--- config.mk ---
export PLATFORM = sky130hd
export DESIGN_NAME = midi_track_event_parser_flat
export DESIGN_NICKNAME = d
export VERILOG_FILES = /design/src/rtl/mtep_pkg.sv /design/src/rtl/mtep_if.sv /design/src/rtl/midi_track_event_parser.sv /design/src/flat_wrapper.sv
export SDC_FILE = /design/constraint.sdc
export NUM_CORES = 1
export LEC_CHECK = 0
export BUFFER_PORTS_ARGS = -buffer_cell sky130_fd_sc_hd__clkbuf_2
export CELL_PAD_IN_SITES_DETAIL_PLACEMENT = 0
export CELL_PAD_IN_SITES_GLOBAL_PLACEMENT = 1
export CORE_ASPECT_RATIO = 1.1
export CORE_MARGIN = 2
export CORE_UTILIZATION = 51
export CTS_CLUSTER_DIAMETER = 80
export DETAILED_ROUTE_END_ITERATION = 10
export GPL_TIMING_DRIVEN = 0
export HOLD_SLACK_MARGIN = 0.15
export PLACE_DENSITY_LB_ADDON = 0.3
export SYNTH_ARGS = -nofsm -noshare
export SYNTH_HDL_FRONTEND = slang
export SYNTH_SLANG_ARGS = --single-unit
--- constraint.sdc ---
create_clock -name clk -period 13.2 [get_ports clk]
set_clock_uncertainty 0.2 [all_clocks]
set_input_delay 1.32 -clock clk [delete_from_list [all_inputs] [get_ports clk]]
set_output_delay 1.32 -clock clk [all_outputs]
set_load 0.1 [all_outputs]
--- src/rtl/mtep_pkg.sv ---
// mtep_pkg: parse phases, event kinds and byte codes of the track event parser
// depends on nothing
package mtep_pkg;

	typedef enum logic [3:0] {
		PH_DELTA0      = 4'd0,
		PH_DELTA1      = 4'd1,
		PH_DELTA2      = 4'd2,
		PH_DELTA3      = 4'd3,
		PH_EVENT       = 4'd4,
		PH_DATA1       = 4'd5,
		PH_DATA2       = 4'd6,
		PH_SKIP        = 4'd7,
		PH_META_TYPE   = 4'd8,
		PH_META_LEN    = 4'd9,
		PH_META_DATA   = 4'd10,
		PH_SYSEX_FIRST = 4'd11,
		PH_SYSEX_DATA  = 4'd12
	} phase_t;

	typedef logic [2:0] kind_t;

	localparam kind_t EV_TEMPO = 3'd7;

	localparam logic [7:0] B_META      = 8'hFF;
	localparam logic [7:0] B_SYSEX     = 8'hF0;
	localparam logic [7:0] B_SYSEX_END = 8'hF7;
	localparam logic [7:0] B_MTC       = 8'hF1;
	localparam logic [7:0] B_SONG_POS  = 8'hF2;
	localparam logic [7:0] B_SONG_SEL  = 8'hF3;
	localparam logic [7:0] B_TEMPO     = 8'h51;
	localparam logic [3:0] HI_SYSTEM   = 4'hF;
	localparam logic [3:0] HI_PROGRAM  = 4'hC;
	localparam logic [3:0] HI_CHAN_PRS = 4'hD;
	localparam logic [3:0] HI_BEND     = 4'hE;

endpackage

--- src/rtl/mtep_if.sv ---
// mtep_byte_if, mtep_event_if: valid/ready channels of the track event parser
// depends on nothing

interface mtep_byte_if;
	logic       valid;
	logic       ready;
	logic [7:0] data_byte;
	logic       track_end;

	modport source (output valid, output data_byte, output track_end, input ready);
	modport sink (input valid, input data_byte, input track_end, output ready);
endinterface

interface mtep_event_if;
	logic        valid;
	logic        ready;
	logic [2:0]  event_kind;
	logic [3:0]  channel;
	logic [7:0]  first_data;
	logic [7:0]  second_data;
	logic [23:0] wide_value;
	logic [31:0] event_time;

	modport source (output valid, output event_kind, output channel, output first_data,
		output second_data, output wide_value, output event_time, input ready);
	modport sink (input valid, input event_kind, input channel, input first_data,
		input second_data, input wide_value, input event_time, output ready);
endinterface

--- src/rtl/midi_track_event_parser.sv ---
// midi_track_event_parser: standard midi file track parser, one byte per item
// depends on mtep_pkg and the channel interfaces in mtep_if.sv
//
// usage:
//   bytes  carries the track chunk, one byte per item, with track_end set on
//          the last byte of the track
//   events carries decoded channel messages and tempo changes, each stamped
//          with the accumulated tick time
//   a byte is registered in the input register at acceptance and parsed from
//   there, where the state machine and the result register are updated; a
//   result is offered from the result register once its last byte has passed
//   through the input register and been parsed
//   one byte per cycle is sustained while events does not stall; the only
//   loop is the parse state
//   while events is stalled with a result waiting, the byte in the input
//   register holds and bytes stays low once that register is full
//   reset (arst_n low) clears all parse state, the tick count and both
//   registers; the byte marked track_end is parsed normally and then
//   returns all parse state and the tick count to their reset values
module midi_track_event_parser (
	input  logic                clk,
	input  logic                arst_n,
	mtep_byte_if.sink           bytes,
	mtep_event_if.source        events
);
	import mtep_pkg::*;

	logic        v_s1;
	logic [7:0]  byte_s1;
	logic        end_s1;
	logic        advance;

	phase_t      phase_q, phase_d;
	logic [27:0] delta_q, delta_d;
	logic [31:0] tick_q, tick_d;
	logic [7:0]  run_status_q, run_status_d;
	logic        run_valid_q, run_valid_d;
	logic [7:0]  cur_status_q, cur_status_d;
	logic [7:0]  held_q, held_d;
	logic [7:0]  meta_type_q, meta_type_d;
	logic [27:0] meta_rem_q, meta_rem_d;
	logic [1:0]  meta_idx_q, meta_idx_d;
	logic [23:0] tempo_q, tempo_d;
	logic [1:0]  skip_q, skip_d;

	logic        delta_en;
	logic [1:0]  delta_pos;
	logic [27:0] delta_new;
	logic        delta_more;
	phase_t      delta_phase;
	logic [7:0]  eff_status;
	logic        short_msg;
	logic [27:0] meta_len_new;
	logic [23:0] tempo_new;

	logic        emit;
	kind_t       kind_d;
	logic [3:0]  chan_d;
	logic [7:0]  first_d, second_d;
	logic [23:0] wide_d;

	logic        out_valid_q;
	kind_t       kind_q;
	logic [3:0]  chan_q;
	logic [7:0]  first_q, second_q;
	logic [23:0] wide_q;
	logic [31:0] time_q;

	assign advance = v_s1 && (!out_valid_q || events.ready);
	assign bytes.ready = !v_s1 || advance;

	// input register
	always_ff @(posedge clk or negedge arst_n) begin
		if (!arst_n) begin
			v_s1 <= 1'b0;
		end else if (bytes.ready) begin
			v_s1 <= bytes.valid;
		end
	end

	always_ff @(posedge clk) begin
		if (bytes.valid && bytes.ready) begin
			byte_s1 <= bytes.data_byte;
			end_s1  <= bytes.track_end;
		end
	end

	// shared decode
	always_comb begin
		delta_en  = 1'b0;
		delta_pos = 2'd0;
		unique case (phase_q)
			PH_DELTA0, PH_DELTA1, PH_DELTA2, PH_DELTA3: begin
				delta_en  = 1'b1;
				delta_pos = phase_q[1:0];
			end
			PH_SYSEX_DATA: begin
				delta_en = byte_s1[7] && (byte_s1 != B_SYSEX_END);
			end
			PH_EVENT, PH_DATA1, PH_DATA2, PH_SKIP, PH_META_TYPE, PH_META_LEN,
			PH_META_DATA, PH_SYSEX_FIRST: begin
				delta_en = 1'b0;
			end
			default: begin
				delta_en = 1'b1;
			end
		endcase
		delta_new    = (delta_pos == 2'd0) ? {21'd0, byte_s1[6:0]}
		                                   : {delta_q[20:0], byte_s1[6:0]};
		delta_more   = byte_s1[7] && (delta_pos != 2'd3);
		delta_phase  = delta_more ? phase_t'({2'b00, delta_pos + 2'd1}) : PH_EVENT;
		eff_status   = (phase_q == PH_EVENT) ? run_status_q : cur_status_q;
		short_msg    = (eff_status[7:4] == HI_PROGRAM) || (eff_status[7:4] == HI_CHAN_PRS);
		meta_len_new = {meta_rem_q[20:0], byte_s1[6:0]};
		tempo_new    = {tempo_q[15:0], byte_s1};
	end

	// next phase
	always_comb begin
		phase_d = phase_q;
		unique case (phase_q)
			PH_EVENT: begin
				if (byte_s1 == B_META) begin
					phase_d = PH_META_TYPE;
				end else if (byte_s1[7:4] == HI_SYSTEM) begin
					case (byte_s1) inside
						B_SYSEX: phase_d = PH_SYSEX_FIRST;
						B_MTC, B_SONG_SEL, B_SONG_POS: phase_d = PH_SKIP;
						default: phase_d = PH_DELTA0;
					endcase
				end else if (byte_s1[7]) begin
					phase_d = PH_DATA1;
				end else if (run_valid_q) begin
					phase_d = short_msg ? PH_DELTA0 : PH_DATA2;
				end else begin
					phase_d = PH_SKIP;
				end
			end
			PH_DATA1: phase_d = short_msg ? PH_DELTA0 : PH_DATA2;
			PH_DATA2: phase_d = PH_DELTA0;
			PH_SKIP: phase_d = (skip_q == 2'd1) ? PH_DELTA0 : PH_SKIP;
			PH_META_TYPE: phase_d = PH_META_LEN;
			PH_META_LEN: begin
				if (byte_s1[7] && meta_idx_q != 2'd3) begin
					phase_d = PH_META_LEN;
				end else begin
					phase_d = (meta_len_new == 28'd0) ? PH_DELTA0 : PH_META_DATA;
				end
			end
			PH_META_DATA: phase_d = (meta_rem_q == 28'd1) ? PH_DELTA0 : PH_META_DATA;
			PH_SYSEX_FIRST: phase_d = PH_SYSEX_DATA;
			PH_SYSEX_DATA: begin
				if (!byte_s1[7]) begin
					phase_d = PH_SYSEX_DATA;
				end else if (byte_s1 == B_SYSEX_END) begin
					phase_d = PH_DELTA0;
				end else begin
					phase_d = delta_phase;
				end
			end
			default: phase_d = delta_phase;
		endcase
		if (end_s1) begin
			phase_d = PH_DELTA0;
		end
	end

	// datapath and result
	always_comb begin
		delta_d      = delta_q;
		tick_d       = tick_q;
		run_status_d = run_status_q;
		run_valid_d  = run_valid_q;
		cur_status_d = cur_status_q;
		held_d       = held_q;
		meta_type_d  = meta_type_q;
		meta_rem_d   = meta_rem_q;
		meta_idx_d   = meta_idx_q;
		tempo_d      = tempo_q;
		skip_d       = skip_q;
		emit         = 1'b0;
		kind_d       = eff_status[6:4];
		chan_d       = eff_status[3:0];
		first_d      = 8'd0;
		second_d     = 8'd0;
		wide_d       = 24'd0;

		if (delta_en) begin
			delta_d = delta_new;
			if (!delta_more) begin
				tick_d = tick_q + {4'd0, delta_new};
			end
		end

		unique case (phase_q)
			PH_EVENT: begin
				if (byte_s1[7:4] == HI_SYSTEM) begin
					run_valid_d  = 1'b0;
					run_status_d = 8'd0;
					case (byte_s1) inside
						B_MTC, B_SONG_SEL: skip_d = 2'd1;
						B_SONG_POS: skip_d = 2'd2;
						default: skip_d = skip_q;
					endcase
				end else if (byte_s1[7]) begin
					run_status_d = byte_s1;
					run_valid_d  = 1'b1;
					cur_status_d = byte_s1;
				end else if (run_valid_q) begin
					cur_status_d = run_status_q;
					if (short_msg) begin
						emit    = 1'b1;
						first_d = byte_s1;
					end else begin
						held_d = byte_s1;
					end
				end else begin
					skip_d = 2'd1;
				end
			end
			PH_DATA1: begin
				if (short_msg) begin
					emit    = 1'b1;
					first_d = byte_s1;
				end else begin
					held_d = byte_s1;
				end
			end
			PH_DATA2: begin
				emit     = 1'b1;
				first_d  = held_q;
				second_d = byte_s1;
				if (cur_status_q[7:4] == HI_BEND) begin
					wide_d = {9'd0, byte_s1, 7'd0} + {16'd0, held_q};
				end
			end
			PH_SKIP: skip_d = skip_q - 2'd1;
			PH_META_TYPE: begin
				meta_type_d = byte_s1;
				meta_rem_d  = 28'd0;
				meta_idx_d  = 2'd0;
			end
			PH_META_LEN: begin
				meta_rem_d = meta_len_new;
				if (byte_s1[7] && meta_idx_q != 2'd3) begin
					meta_idx_d = meta_idx_q + 2'd1;
				end else begin
					meta_idx_d = 2'd0;
					tempo_d    = 24'd0;
				end
			end
			PH_META_DATA: begin
				meta_rem_d = meta_rem_q - 28'd1;
				if (meta_type_q == B_TEMPO && meta_idx_q != 2'd3) begin
					tempo_d    = tempo_new;
					meta_idx_d = meta_idx_q + 2'd1;
					if (meta_idx_q == 2'd2) begin
						emit   = 1'b1;
						kind_d = EV_TEMPO;
						chan_d = 4'd0;
						wide_d = tempo_new;
					end
				end
			end
			default: begin
				skip_d = skip_q;
			end
		endcase

		if (end_s1) begin
			delta_d      = 28'd0;
			tick_d       = 32'd0;
			run_status_d = 8'd0;
			run_valid_d  = 1'b0;
			cur_status_d = 8'd0;
			held_d       = 8'd0;
			meta_type_d  = 8'd0;
			meta_rem_d   = 28'd0;
			meta_idx_d   = 2'd0;
			tempo_d      = 24'd0;
			skip_d       = 2'd0;
		end
	end

	// parse state
	always_ff @(posedge clk or negedge arst_n) begin
		if (!arst_n) begin
			phase_q      <= PH_DELTA0;
			delta_q      <= '0;
			tick_q       <= '0;
			run_status_q <= '0;
			run_valid_q  <= 1'b0;
			cur_status_q <= '0;
			held_q       <= '0;
			meta_type_q  <= '0;
			meta_rem_q   <= '0;
			meta_idx_q   <= '0;
			tempo_q      <= '0;
			skip_q       <= '0;
		end else if (advance) begin
			phase_q      <= phase_d;
			delta_q      <= delta_d;
			tick_q       <= tick_d;
			run_status_q <= run_status_d;
			run_valid_q  <= run_valid_d;
			cur_status_q <= cur_status_d;
			held_q       <= held_d;
			meta_type_q  <= meta_type_d;
			meta_rem_q   <= meta_rem_d;
			meta_idx_q   <= meta_idx_d;
			tempo_q      <= tempo_d;
			skip_q       <= skip_d;
		end
	end

	// result register
	always_ff @(posedge clk or negedge arst_n) begin
		if (!arst_n) begin
			out_valid_q <= 1'b0;
		end else if (advance) begin
			out_valid_q <= emit;
		end else if (events.ready) begin
			out_valid_q <= 1'b0;
		end
	end

	always_ff @(posedge clk) begin
		if (advance && emit) begin
			kind_q   <= kind_d;
			chan_q   <= chan_d;
			first_q  <= first_d;
			second_q <= second_d;
			wide_q   <= wide_d;
			time_q   <= tick_q;
		end
	end

	assign events.valid       = out_valid_q;
	assign events.event_kind  = kind_q;
	assign events.channel     = chan_q;
	assign events.first_data  = first_q;
	assign events.second_data = second_q;
	assign events.wide_value  = wide_q;
	assign events.event_time  = time_q;

	a_ready_when_empty: assert property (@(posedge clk) disable iff (!arst_n)
		!v_s1 |-> bytes.ready)
		else $error("input register empty but bytes not ready");

	a_track_end_clears: assert property (@(posedge clk) disable iff (!arst_n)
		(advance && end_s1) |=> (phase_q == PH_DELTA0 && tick_q == 32'd0 && !run_valid_q))
		else $error("state not cleared after track end");

	a_tempo_fields: assert property (@(posedge clk) disable iff (!arst_n)
		(out_valid_q && kind_q == EV_TEMPO) |-> (chan_q == 4'd0 && first_q == 8'd0
		&& second_q == 8'd0))
		else $error("tempo item carries channel data");

	a_result_from_parse: assert property (@(posedge clk) disable iff (!arst_n)
		$rose(out_valid_q) |-> $past(advance))
		else $error("result appeared without a parsed byte");

	a_skip_nonzero: assert property (@(posedge clk) disable iff (!arst_n)
		(phase_q == PH_SKIP) |-> (skip_q != 2'd0))
		else $error("skip phase with zero count");

endmodule
--- src/flat_wrapper.sv ---
// flat-port wrapper written by rule: the top's interface ports become plain ports
module midi_track_event_parser_flat import mtep_pkg::*;
  (clk, arst_n, bytes_valid, bytes_data_byte, bytes_track_end, bytes_ready, events_valid, events_event_kind, events_channel, events_first_data, events_second_data, events_wide_value, events_event_time, events_ready);
  mtep_byte_if bytes_i ();
  mtep_event_if events_i ();
  input  logic clk;
  input  logic arst_n;
  input wire logic [$bits(bytes_i.valid)-1:0] bytes_valid;
  input wire logic [$bits(bytes_i.data_byte)-1:0] bytes_data_byte;
  input wire logic [$bits(bytes_i.track_end)-1:0] bytes_track_end;
  output wire logic [$bits(bytes_i.ready)-1:0] bytes_ready;
  output wire logic [$bits(events_i.valid)-1:0] events_valid;
  output wire logic [$bits(events_i.event_kind)-1:0] events_event_kind;
  output wire logic [$bits(events_i.channel)-1:0] events_channel;
  output wire logic [$bits(events_i.first_data)-1:0] events_first_data;
  output wire logic [$bits(events_i.second_data)-1:0] events_second_data;
  output wire logic [$bits(events_i.wide_value)-1:0] events_wide_value;
  output wire logic [$bits(events_i.event_time)-1:0] events_event_time;
  input wire logic [$bits(events_i.ready)-1:0] events_ready;
  assign bytes_i.valid = bytes_valid;
  assign bytes_i.data_byte = bytes_data_byte;
  assign bytes_i.track_end = bytes_track_end;
  assign bytes_ready = bytes_i.ready;
  assign events_valid = events_i.valid;
  assign events_event_kind = events_i.event_kind;
  assign events_channel = events_i.channel;
  assign events_first_data = events_i.first_data;
  assign events_second_data = events_i.second_data;
  assign events_wide_value = events_i.wide_value;
  assign events_event_time = events_i.event_time;
  assign events_i.ready = events_ready;
  midi_track_event_parser u_core (.clk(clk), .arst_n(arst_n), .bytes(bytes_i), .events(events_i));
endmodule
== Word level (Yosys, flattened, before mapping) ==
Cells that the tools add are included.
Operators by class
  add/sub/neg operators: 6
  eq/ne operators: 41
  multiplexer cells: 89
  reduce and logical (&&, ||, !) cells: 39
Operators by type and width (number)
  $mux 8: 22
  $mux 32: 3
  $pmux 28 s3: 1
  $mux 24: 3
  $mux 28: 2
  $mux 4: 14
  $eq 8x8->1 const B: 6
  $mux 16: 3
  $pmux 24 s2: 1
  $mux 21: 2
  $eq 4x4->1 const B: 9
  $pmux 4 s9: 1
  $add 32x28->32: 1
  $pmux 16 s2: 1
  $eq 28x1->1 const B: 1
  $logic_not 28->1: 1
  $sub 28x1->28 const B: 1
  $pmux 8 s3: 1
  $mux 3: 7
  $mux 2: 10
  $add 15x8->16: 1
  $eq 4x3->1 const B: 4
  $pmux 8 s2: 1
  $reduce_bool 3->1: 5
  other kinds (38): 74
Word-level totals
  bits in registers: 228
  input port bits: 13
  output and inout port bits: 81
  logic and storage cells: 197

== Logic depth before layout (Yosys ltp) ==
  depth after elaboration: 11
  depth in mapped cells: 20
  gate-level depth less buffers: 14

== Least setup slack after synthesis ==
OpenSTA, ideal clock, no wires.
  path type: input -> register
  start: input events_ready
  end: register u_core.chan_q[0] (netlist: u_core.events.channel[0]) (enable)
  setup time: 613 ps
  arrival time: 7319 ps
  required time: 12387 ps
  setup slack: 5068 ps
  stages on the path: 4
  path buffers: 1
  cell sequence: nand2b_1 > nand2_1 > clkbuf_1 > nor3_1
Between the ends
  longest elaborated chain between the ends: 3
RTL lines
  start: declaration: line flat_wrapper.sv:19  | input wire logic [$bits(events_i.ready)-1:0] events_ready;
  $logic_or 1x1->1: line midi_track_event_parser.sv:69  | assign advance = v_s1 && (!out_valid_q || events.ready);
  $logic_and 1x1->1: line midi_track_event_parser.sv:69
  $logic_and 1x1->1: line midi_track_event_parser.sv:328  | if (advance && emit) begin
  end signal: assignment: line midi_track_event_parser.sv:330  | chan_q <= chan_d;
  end: declaration: line midi_track_event_parser.sv:64  | logic [3:0] chan_q;
No other way between the ends.
A chain may end at the register's enable or synchronous reset.

== Worst setup path after layout ==
  start: register u_core.phase_q[2]
  end: register u_core.tick_q[28]
Between the ends
  longest elaborated chain between the ends: 9
  elaborated cells between the ends (all ways): 28
  classes of those cells: add/sub (1); eq/ne (14); mux (6); reduce/logical (7)
RTL lines
  start: declaration: line midi_track_event_parser.sv:33  | phase_t phase_q, phase_d;
  start signal: assignment: line midi_track_event_parser.sv:301  | phase_q <= phase_d;
  $eq 4x1->1, or another cell as far along: line midi_track_event_parser.sv:92  | unique case (phase_q)
  $reduce_or 4->1: line midi_track_event_parser.sv:92
  $mux 2: line midi_track_event_parser.sv:92
  $logic_not 2->1: line midi_track_event_parser.sv:108  | delta_new = (delta_pos == 2'd0) ? {21'd0, byte_s1[6:0]}
  $mux 28: line midi_track_event_parser.sv:108
  $add 32x28->32: line midi_track_event_parser.sv:191  | tick_d = tick_q + {4'd0, delta_new};
  $mux 32: line midi_track_event_parser.sv:190  | if (!delta_more) begin
  $mux 32: line midi_track_event_parser.sv:188  | if (delta_en) begin
  $mux 32: line midi_track_event_parser.sv:270  | if (end_s1) begin
  end signal: assignment: line midi_track_event_parser.sv:303  | tick_q <= tick_d;
  end: declaration: line midi_track_event_parser.sv:35  | logic [31:0] tick_q, tick_d;
Parallel ways exist; a longest one is shown, timed or not. The select of a mux whose other input is x is not followed.

==> results.yml <==
sta:
  tns_ns: 0
  relSlewSlack: 0.3466
  min_period_ns: 5.267
  hold_viol: 0
  finalSetupViolCount: 0
  worstMarginPinSlew_ns: 0.9720
  rsz0062_at_grt: "no"
  fin_crit_sh: 0.3990
  final_critical_path_setup_slack_ns: 7.933
  fmax_mhz: 189.8
  final_max_slew_viol_count: 0
synthesis:
  ys_ff_latch: 227
  synthCells: 1242
  syn_area_um2: 12350
  synth_warnings: 0
  ys_seq_area_frac: 0.4956
  post_synth.cell_area_avg_um2: 9.943
  synthFlopType: "dfrtp_1"
  async_flop_share: 0.6123
  synth-edff-count: 88
  synth.distinct_cells: 90
  syn_nets: 1279
cells_and_area:
  stdcell_area_um2: 14110
  fill_cells: 2074
  fin_util: 0.5954
  final_nets: 1409
  layout-drive-gt1-share: 0.1466
  area_delta_synth_final_pct: 14.26
  antenna_cells: 0
grt:
  grt_pass1_wl_um: 55570
  track_usage: 0.2707
  grt_max_degree: 72
  gr-total-overflow: 0
  antenna_found_initial: 0
  grt_pass1_vias: 10240
pwr:
  p_leak_nw: 6.075
  p_sw_uw: 526.7
  p_clk_frac: 0.377
  pwr-share-seq: 0.456
  swShare: 0.2984
  combPwrFrac: 0.167
  p_int_mw: 1.238
  vdd_drop_max_uv: 88.12
  power.density_nw_per_um2: 125.1
clock_tree:
  postCtsSetupBuffers: 0
  clk_latency_ns: 0.55
  htree_levels: 1
  hold_buffers: 0
  clk_pin_slew_ns: 0.06
  numCtsBuffers: 26
  clkSinkCount: 227
  cts_root_buffer: "clkbuf_16"
  cts_buffer_depth: 3
  cts-resized-gates: 0
  tritoncts: "yes"
route:
  vias: 10350
  antenna_left: 0
  drc: 0
  wl_per_cell_um: 20.45
  viasPerCell: 6.100
  first_pass_iters: 6
  drt_wl_total_um: 34710
  drtIter0Drc: 779
place:
  io_buffers: 93
  post-place-ws_ns: 8.050
  dpl_cell_area_um2: 13330
  dp_hpwl_um: 24400
  finalWeightedCongestion: 0.9407
floorplan:
  die_w_um: 152.4
  start_util: 0.5211
  dieHeight_um: 167.2
  num_rows: 59
  ios: 94
  core-area_um2: 23700
  die_area_um2: 25480
critical_path:
  worst_path_most_repeated_cell: "buf_2"
  crit_fanout: 10
  cp.arrival_ns: 5.49
  max_stage_delay_ns: 0.51
  critical_path_buf_inv_count: 5
  path_delay_family: "buffers and inverters"
  cp_slowest_cell: "buf_1"
  required_ns: 13.43
  worstSetupPathType: "reg -> reg"
  cp_cell_sequence: "buf_2, nor2_1, nand2_1, ha_1, buf_2, buf_2, buf_1, clkbuf_1, nor2b_1, ha_1, a21oi_1, nor2b_1, o21ai_0, nand2b_1, a21o_1, o31a_2, mux2i_1, a311o_1"
  cp-start-kind: "flop"
  cp-end-kind: "flop"
min_path:
  hp-class: "reg -> reg"
run_status:
  status: "finished clean"
job:
  drv_cap: 0
## layout make-up
class / count / area, um2 / share of cell area
Buffer: 91 / 395.4 / 0.02802
Clock buffer: 36 / 698.2 / 0.04948
Clock inverter: 12 / 80.08 / 0.005675
Inverter: 39 / 146.4 / 0.01038
Multi-Input combinational cell: 885 / 5698 / 0.4038
Sequential cell: 227 / 6121 / 0.4338
Tap cell: 305 / 381.6 / 0.02705
Timing Repair Buffer: 102 / 589.3 / 0.04177
## layout by cell type (no fill, tap or decap), types with 20 or more instances in the layout
master / n
o21ai_0: 87
clkbuf_16: 26
o21ai_1: 21
a22o_1: 55
buf_2: 26
clkbuf_1: 67
ha_1: 23
a21oi_1: 47
nor3_1: 27
edfxtp_1: 88
inv_1: 37
dfrtp_1: 139
nand2_1: 149
clkbuf_2: 92
nor2_1: 86
nor2b_1: 22
xor2_1: 20
## metal layers
layer	track usage	share of wire	up-vias
li1	-	-	4851
met1	0.3568	0.43	5054
met2	0.4583	0.48	363
met3	0.03287	0.051	84
met4	0.1081	0.039	0
met5	0	0	-
## registers in the layout, summed over array words and instances (netlist names), 3 cells and up
signal and flops:
u_core.byte_s1 8, u_core.tempo_q 16, u_core.phase_q 4, u_core.events.event_time 32, u_core.events.first_data 8, u_core.meta_rem_q 28, u_core.events.second_data 8, u_core.events.channel 4
u_core.held_q 8, u_core.tick_q 32, u_core.events.event_kind 3, u_core.meta_type_q 8, u_core.cur_status_q 8, u_core.events.wide_value 24, u_core.run_status_q 8, u_core.delta_q 21
## worst paths after layout
kind	endpoint	start	slack, ns	cells after the start
worst min register to register	u_core.events.event_time[14]	u_core.tick_q[14]	0.24	0
max in group asynchronous	u_core.held_q[1]	arst_n	11.43	2
worst max-delay path	u_core.tick_q[28]	u_core.phase_q[2]	7.93	18
worst min-delay path	u_core.events.event_time[14]	u_core.tick_q[14]	0.24	0
worst max register to register	u_core.tick_q[28]	u_core.phase_q[2]	7.93	18
min in group asynchronous	u_core.tick_q[16]	arst_n	0.60	1
## cell usage after synthesis, types with 17 or more instances
cell type | instances | area (um2)
a21oi_1 | 47 | 235.2
a221o_1 | 19 | 190.2
a22o_1 | 55 | 481.7
a31oi_1 | 17 | 106.4
buf_2 | 25 | 125.1
clkbuf_1 | 58 | 217.7
dfrtp_1 | 139 | 3478
edfxtp_1 | 88 | 2643
ha_1 | 23 | 287.8
inv_1 | 37 | 138.9
mux2i_1 | 17 | 170.2
nand2_1 | 149 | 559.3
nand2b_1 | 17 | 106.4
nor2_1 | 86 | 322.8
nor2b_1 | 22 | 137.6
nor3_1 | 28 | 140.1
o21ai_0 | 87 | 435.4
o21ai_1 | 21 | 105.1
xnor2_1 | 19 | 166.4
xor2_1 | 20 | 175.2
## through the flow
stage	power, mW	hold slack [ns]	cells
final	1.765	0.2384	1697
after global routing	1.842	0.2600	1697
after CTS	1.774	0.2393	1696
after detailed placement	1.109	0.2245	1648
after global placement	1.101	0.2242	1640
after floorplan	1.011	0.2196	1242
## power groups by stage
stage | logic [mW] | clock network [mW] | registers (mW)
after floorplan | 0.205 | 0 | 0.807
after global placement | 0.285 | 0 | 0.816
after detailed placement | 0.292 | 0 | 0.816
after CTS | 0.294 | 0.677 | 0.803
after global routing | 0.329 | 0.705 | 0.808
final | 0.296 | 0.665 | 0.804
## cell families after synthesis
| group | after synthesis | synth area share |
|---|---|---|
| AOI/OAI and AO/OA | 373 | 0.2115 |
| xor gates and xnor gates | 39 | 0.02766 |
| adders and majority gates | 25 | 0.02573 |
| buffers and inverters | 130 | 0.04387 |
| DFF | 227 | 0.4956 |
| muxes | 20 | 0.01651 |
| and+or+nand+nor | 428 | 0.1791 |
No activity file was read; power rests on OpenSTA's default activity.
